--- config.mk ---
export PLATFORM = sky130hd
export DESIGN_NAME = lgp_div_cell
export DESIGN_NICKNAME = d
export VERILOG_FILES = /design/src/design/lgp_pkg.sv /design/src/design/lgp_div_cell.sv
export SDC_FILE = /design/constraint.sdc
export NUM_CORES = 1
export LEC_CHECK = 0
export ABC_AREA = 1
export BUFFER_PORTS_ARGS = -buffer_cell sky130_fd_sc_hd__buf_4
export CORE_MARGIN = 3
export CORE_UTILIZATION = 55
export CTS_BUF_LIST = sky130_fd_sc_hd__clkbuf_8 sky130_fd_sc_hd__clkbuf_16
export DETAILED_ROUTE_END_ITERATION = 8
export PLACE_DENSITY_LB_ADDON = 0.2
export SYNTH_ARGS = -nofsm -noshare
export SYNTH_HDL_FRONTEND = slang
export SYNTH_SLANG_ARGS = --single-unit
export TNS_END_PERCENT = 10
--- constraint.sdc ---
create_clock -name aclk -period 16.1 [get_ports aclk]
set_clock_uncertainty 0.05 [all_clocks]
set_input_delay 1.61 -clock aclk [delete_from_list [all_inputs] [get_ports aclk]]
set_output_delay 1.61 -clock aclk [all_outputs]
set_load 0.05 [all_outputs]
--- src/design/lgp_pkg.sv ---
// Shared types and constants for the linear gradient pixel unit.
// No dependencies.
`timescale 1ns / 1ps

package lgp_pkg;

    localparam int MAX_DIMENSION_DEF = 4096;

    localparam int COORD_W = 16;          // Q12.4 endpoint coordinate
    localparam int PIX_W   = 12;          // pixel index
    localparam int Q4_W    = PIX_W + 4;   // pixel index in Q12.4, unsigned
    localparam int DIFF_W  = COORD_W + 1; // end - start
    localparam int PROJ_W  = 36;          // projections c, c1, c2
    localparam int SPAN_W  = 34;          // c2 - c1 = a*a + b*b
    localparam int NUM_W   = SPAN_W + 10; // 2*num + span
    localparam int DEN_W   = SPAN_W + 1;  // 2*span
    localparam int CHAN    = 4;
    localparam int QBITS   = 8;
    localparam int CFG_AW  = 3;
    localparam int CFG_DW  = 32;

    typedef enum logic [CFG_AW-1:0] {
        REG_START_X     = 3'd0,
        REG_START_Y     = 3'd1,
        REG_END_X       = 3'd2,
        REG_END_Y       = 3'd3,
        REG_COLOR_START = 3'd4,
        REG_COLOR_END   = 3'd5,
        REG_ALPHA_EN    = 3'd6
    } lgp_reg_t;

    // one beat flowing through the divider cells
    typedef struct packed {
        logic [CHAN-1:0][NUM_W-1:0] rem;
        logic [CHAN-1:0][QBITS-1:0] quo;
        logic [DEN_W-1:0]           den;
        logic                       below;
        logic                       above;
    } lgp_div_t;

    // channel k of a packed RGBA word, red first
    function automatic logic [7:0] chan_of(input logic [31:0] col, input int k);
        logic [7:0] r;
        r = col[8*(3-k) +: 8];
        return r;
    endfunction

endpackage

--- src/design/lgp_div_cell.sv ---
// One restoring-division cell: resolves quotient bit BIT for all four channels.
// Uses lgp_pkg.
`timescale 1ns / 1ps

module lgp_div_cell
    import lgp_pkg::*;
#(
    parameter int BIT = 0
) (
    input  logic     aclk,
    input  logic     aresetn,
    input  logic     in_valid,
    output logic     in_ready,
    input  lgp_div_t in_data,
    output logic     out_valid,
    input  logic     out_ready,
    output lgp_div_t out_data
);

    logic     v_reg;
    lgp_div_t d_reg, d_next;
    logic [NUM_W-1:0] sub;

    assign in_ready = !v_reg || out_ready;

    always_comb begin
        d_next = in_data;
        sub = NUM_W'(in_data.den) << BIT;
        for (int k = 0; k < CHAN; k++) begin
            if (in_data.rem[k] >= sub) begin
                d_next.rem[k]      = in_data.rem[k] - sub;
                d_next.quo[k][BIT] = 1'b1;
            end else begin
                d_next.quo[k][BIT] = 1'b0;
            end
        end
    end

    always_ff @(posedge aclk) begin
        if (!aresetn) begin
            v_reg <= 1'b0;
        end else if (in_ready) begin
            v_reg <= in_valid;
        end
    end

    always_ff @(posedge aclk) begin
        if (in_ready && in_valid) begin
            d_reg <= d_next;
        end
    end

    assign out_valid = v_reg;
    assign out_data  = d_reg;

endmodule

=== Word-level counts from Yosys, hierarchy flattened ===
Cells that the tools add are included.

* Flip-flop bits (word level): 246
* Bits of input ports: 249
* Output and inout bits: 247
* Word-level logic and storage cells: 31

* $add $sub $neg: 4
* Magnitude comparators: 4
* Multiplexer cells: 8
* Reduce and logical (&&, ||, !) cells: 3

{| class="wikitable"
|+ Operator list
! kind !! count
|-
| greater-or-equal comparator 44 x 35 -> 1 bit || 4
|-
| two-way mux 44 bit || 4
|-
| subtractor 44 x 35 -> 44 bit || 4
|-
| two-way mux 1 bit || 4
|-
| logical AND 1 bit || 1
|-
| zero test 1 bit || 1
|-
| logical OR 1 bit || 1
|}

=== Longest topological paths before layout ===
Gate-level depths: netlist (run 1).

* Word-level depth: 3
* Gate-level depth with buffers: 17
* Depth with buffers taken out: 15

=== Least setup slack after synthesis (run 1) ===
OpenSTA, ideal clock, no wires.

* Kind: input to register
* From: input in_valid
* To: register d_reg, in the netlist out_data[0], enable pin
* Library setup time: 931 ps
* Data arrival time: 13397 ps
* Required time: 15119 ps
* Setup slack: 1722 ps
* Cell stages on the path: 2
* Buffers on the path: 0
* Path through: inv_1 a21oi_1

* Cells in the longest elaborated chain, start to end: 1

{| class="wikitable"
|+ RTL lines
! what !! line !! RTL
|-
| start: declaration || lgp_div_cell.sv:12 || <nowiki>input logic in_valid,</nowiki>
|-
| logical AND 1 bit || lgp_div_cell.sv:48 || <nowiki>if (in_ready && in_valid) begin</nowiki>
|-
| end signal: assignment || lgp_div_cell.sv:49 || <nowiki>d_reg <= d_next;</nowiki>
|-
| end: declaration || lgp_div_cell.sv:21 || <nowiki>lgp_div_t d_reg, d_next;</nowiki>
|}

Every way passes these cells.
A chain may end at the register's enable or synchronous reset.

==> results of run 1 <==
## layout by cell type, fill, tap and decap left out, drive strengths merged
cell type     n
clkbuf       30
edfxtp      245
nand3       184
clkinvlp      2
nor4          7
nand4        40
and2          1
bufinv        3
xor2         75
nand2      1638
o21bai        2
buf         494
a21boi        1
nand3b       43
nor2        307
diode         2
xnor2         4
fa            4
a21oi       113
dfxtp         1
inv         705
a21o          1
or2           4
ha          140
nor3         28
clkinv       13
o21a          1
o21ai        28
## layer usage
layer  wire length, µm  vias up  GRT usage [%]
li1                  -    12000              -
met1             35600    10800           51.6
met2             37200     1209           58.8
met3              8810      227           7.40
met4              5890        0           21.8
met5                 0        -              0
## layout make-up
type | count | share of cell area (%)
Antenna cell | 2 | 0.0181
Clock inverter | 22 | 0.678
Inverter | 701 | 9.50
Multi-Input combinational cell | 2621 | 44.7
Timing Repair Buffer | 494 | 13.4
Tap cell | 525 | 2.37
Clock buffer | 30 | 2.67
Sequential cell | 246 | 26.6
## sequential cells by signal, summed over array words and instances, names as in the netlist
name       flops
out_valid      1
out_data     245
## cell families after synthesis
logic type / Yosys count / share of synthesized area (%)
xor+xnor: 79 / 3.06
fa+ha+maj: 144 / 8.10
flops: 246 / 32.6
simple gates: 2252 / 40.3
compound gates: 146 / 3.29
buf+inv: 735 / 12.6
## worst max-delay path: stages
cell	delay [ns]
buf_4	0.11
inv_1	0.49
ha_1	0.40
nand2_2	0.18
inv_1	0.06
nand2_1	0.06
nand2_1	0.08
nand2_1	0.07
nand2_1	0.06
a21oi_1	0.20
nand2_1	0.11
nand2_1	0.18
nand2_2	0.59
inv_2	0.85
a21oi_1	0.21
## worst paths after layout
check        depth (start not counted)                    from  slack [ns]                       to
max                                 15             in_data[16]       11.04  out_data[243]$_DFFE_PP_
min                                  2  out_valid$_SDFFE_PN0N_        0.56   out_valid$_SDFFE_PN0N_
max reg2reg                          3  out_valid$_SDFFE_PN0N_       13.50  out_data[126]$_DFFE_PP_
min reg2reg                          2  out_valid$_SDFFE_PN0N_        0.56   out_valid$_SDFFE_PN0N_
## synthesized netlist by cell type, drive strengths merged, types with 2 or more instances
cell | count | area share [%]
o21bai | 2 | 0.066
nor4 | 7 | 0.19
or2 | 4 | 0.11
xor2 | 75 | 2.9
nor2 | 307 | 5.3
nand3 | 184 | 4.1
a21oi | 113 | 2.5
buf | 34 | 1.0
edfxtp | 245 | 33
ha | 140 | 7.7
nand2 | 1638 | 27
nor3 | 28 | 0.66
nand4 | 40 | 1.1
nand3b | 43 | 1.4
o21ai | 28 | 0.62
inv | 701 | 12
xnor2 | 4 | 0.15
fa | 4 | 0.35
## where the power goes
| part | internal (mW) | switching, mW |
|---|---|---|
| Clock | 0.377 | 0.270 |
| Sequential | 0.793 | 0.0204 |
| Combinational | 0.284 | 0.661 |
==> impl_metrics.ini, run 1 <==
[cts]
cts_tree = yes
cts_sinks = 246
post_cts_buffers = 0
clock_path_buffers = 3
cts_buffers = 28
cts-resized-gates = 0
cts_max_level = 1
clock_latency_ns = 0.57
root_buffer = clkbuf_16
path_clk_slew_ns = 0.07
ctsHoldBuffers = 0

[final_layout]
drive_gt1_share_pct = 14.1
fill_cells = 3671
postLayoutCellArea_mm2 = 0.0277
fin_cells = 4641
ff_latch_area_mm2 = 0.00738
fin_nets = 4485
multi_input_area_mm2 = 0.0124
fin_util_pct = 68.9
syn2layout_area_growth_pct = 22.5

[worst_setup_path]
start_kind = input pin
worstSetupEndpointType = flip-flop
worstPathArrival_ns = 5.29
path_max_fanout = 41
criticalPathCategory = in2reg
cp.required_ns = 16.33

[placed_design]
port-buffer-count = 491
place_ws_ns = 10.54
dp_cells = 4587
place_area_mm2 = 0.0268
routabilityCongestion = 1.03
dpl.hpwl_mm = 70.9

[global_route]
grt.total_usage_pct = 38.6
grt_antenna_before_repair = 2
grt_max_degree = 182
grt_pass1_wl_mm = 130
grt_pass1_vias = 22400
overflow = 0

[sta]
finalHoldViolCount = 0
max_freq_mhz = 198
fin_ws_ns = 11.04
worst_pin_slew_ns = 1.13
grt_setup_unrepaired = no
setup_viol = 0
slew_headroom_pct = 24.4
finalMaxSlewViolations = 0
fin_crit_ns = 5.06
finalCritPeriodShare_pct = 31.4
whs_ns = 0.560
fin_tns_setup_ns = 0

[drt]
routedWlPerCell_um = 18.8
drcViolationCount = 0
drtPass1Iterations = 8
drt_iter0_markers = 2371
num_vias = 24300
ant_nets = 0
via_per_inst = 5.24
finalWirelength_mm = 87.5

[synth]
ys_seq_area_share_pct = 32.6
synthArstFlopShare_pct = 0
synth_edf_count = 245
synth_seq_cells = 246
yosysWarnings = 0
synth_nets = 3995
ys.flop_type = edfxtp_1
synth_cells = 3602
avgSynthCellArea_um2 = 6.28
ys_types = 33
syn-cell-area_mm2 = 0.0226

[die]
ios = 496
start_util_pct = 56.2
core_area_mm2 = 0.0402
std_cell_rows = 73
die_y_um = 209
dieArea_mm2 = 0.0436
die_w_um = 209

[pwr]
power_density_mw_per_mm2 = 86.9
power.total_mw = 2.41
ir_worst_vdd_uv = 85.0
leakage_nw = 15.4

[min_path]
hp-class = reg2reg

[status]
outcome = finished clean

[job]
drv_cap = 0
(Power assumes the default switching activity.)
==> run 2, diff against run 1 <==
clock period = 4.94 ns   (was 16.1 ns; I/O delays follow)
==> impl_metrics.ini, run 2 (synthesized netlist as in run 1, its figures left out) <==
[worst_setup_path]
reg2reg_slack_ns = 3.14
cp.required_ns = 5.33
critical_path.startpoint = in_data[12]
start_kind = input pin
criticalPathCategory = in2reg
slowest_delay_ns = 0.48
crit_slowest_cell = inv_1
path_max_fanout = 38
worstPathArrival_ns = 3.48
cp_common_cell = nand2_1
timing.rr.end = out_data[72]$_DFFE_PP_
worstSetupEndpointType = flip-flop
cp_cell_sequence = buf_4 -> inv_1 -> ha_1 -> nand2_1 -> nor2_1 -> nand3_1 -> nand3_2 -> nand2_1 -> nand2_1 -> nand2_1 -> nand2_2 -> buf_4 -> nand3_1 -> nand2_1
reg2reg_from = out_valid$_SDFFE_PN0N_
reg2regPathDepth = 2
endpoint = out_data[227]$_DFFE_PP_

[pwr]
power_density_mw_per_mm2 = 279
ir_worst_vdd_uv = 259
power.total_mw = 7.75
leakage_nw = 15.4

[drt]
drcViolationCount = 0
routedWlPerCell_um = 18.7
met3_wirelength_mm = 9.28
drt_iter0_markers = 2357
finalWirelength_mm = 87.2
wl_met1_mm = 34.6
wl_met2_mm = 37.1
num_vias = 24500
drtPass1Iterations = 6
routed.top_layer = met5
ant_nets = 0
via_per_inst = 5.26

[cts]
cts_buffers = 28
cts_max_level = 1
clock_latency_ns = 0.56
post_cts_buffers = 0
path_clk_slew_ns = 0.07
cts-resized-gates = 0
clock_path_buffers = 3
ctsHoldBuffers = 0
root_buffer = clkbuf_16
cts_tree = yes
cts_sinks = 246

[final_layout]
final_cell_mix = nand2_1, inv_1, buf_4
largest_reg_flops = 245
fill_cells = 3638
drive_gt1_share_pct = 14.3
fin_nets = 4492
layout_commonest_cell = nand2_1
syn2layout_area_growth_pct = 22.7

[global_route]
grt_max_degree = 124
grt.total_usage_pct = 38.4
grt_pass1_wl_mm = 129
grt_pass1_vias = 22500
grt_antenna_before_repair = 7
overflow = 0

[sta]
max_freq_mhz = 323
setup_viol = 0
whs_ns = 0.0248
finalMaxSlewViolations = 0
finalHoldViolCount = 0
slew_headroom_pct = 48.5
finalCritPeriodShare_pct = 62.6
fin_tns_setup_ns = 0
worst_pin_slew_ns = 0.771
fin_crit_ns = 3.09
grt_setup_unrepaired = no

[status]
outcome = finished clean

[die]
dieArea_mm2 = 0.0436
core_area_mm2 = 0.0402
std_cell_rows = 73
ios = 496
die_y_um = 209
start_util_pct = 56.2
die_w_um = 209

[placed_design]
port-buffer-count = 491
routabilityCongestion = 1.03
dpl.hpwl_mm = 70.9

[min_path]
hp-class = in2reg

[job]
drv_cap = 0
## run 2: worst max-delay path, delay by kind of cell
family        cells  cell delay, ns
simple gates     10            1.64
fa+ha+maj         1            0.32
buf+inv           3            1.01
## run 2: layer usage
metal	global-route usage [%]	up-vias
met4	22.0	4
met2	59.3	1277
li1	-	12100
met1	50.5	10900
met3	7.34	251
met5	0	-
## run 2: metrics by stage
step                      area, µm²  instances  setup slack, ns  util [%]
after global placement        26800       4594             1.40      66.8
after global routing          27700       4650             1.77      69.0
final                         27700       4651             1.85      69.0
after CTS                     27700       4646             2.02      69.0
after detailed placement      26800       4594             1.40      66.8
after floorplan               22600       3602          -0.0859         -
## run 2: power by group
group          total [mW]  internal (mW)  switching [mW]
clock network        2.01           1.13           0.877
registers            2.66           2.59          0.0729
logic                3.08          0.929            2.15
total                7.75           4.65            3.10
## run 2: worst min-delay path by stage
stage | start | endpoint | slack, ns | depth (start not counted)
final | in_data[46] | out_data[46]$_DFFE_PP_ | 0.02 | 1
after global routing | in_data[48] | out_data[48]$_DFFE_PP_ | 0.02 | 1
after CTS | in_data[46] | out_data[46]$_DFFE_PP_ | 0.0001 | 1
after detailed placement | out_valid$_SDFFE_PN0N_ | out_valid$_SDFFE_PN0N_ | 0.51 | 2
after global placement | out_valid$_SDFFE_PN0N_ | out_valid$_SDFFE_PN0N_ | 0.49 | 2
after floorplan | in_data[0] | out_data[0]$_DFFE_PP_ | 0.54 | 0
## run 2: area by class of cell
class / count / area, µm² / share of cell area (%)
inverter: 701 / 2630 / 9.50
multi-input combinational: 2621 / 12400 / 44.6
clock inverter: 24 / 179 / 0.645
sequential: 246 / 7380 / 26.6
clock buffer: 28 / 701 / 2.53
tap: 525 / 657 / 2.37
antenna: 5 / 12.5 / 0.0451
timing repair buffer: 501 / 3790 / 13.7
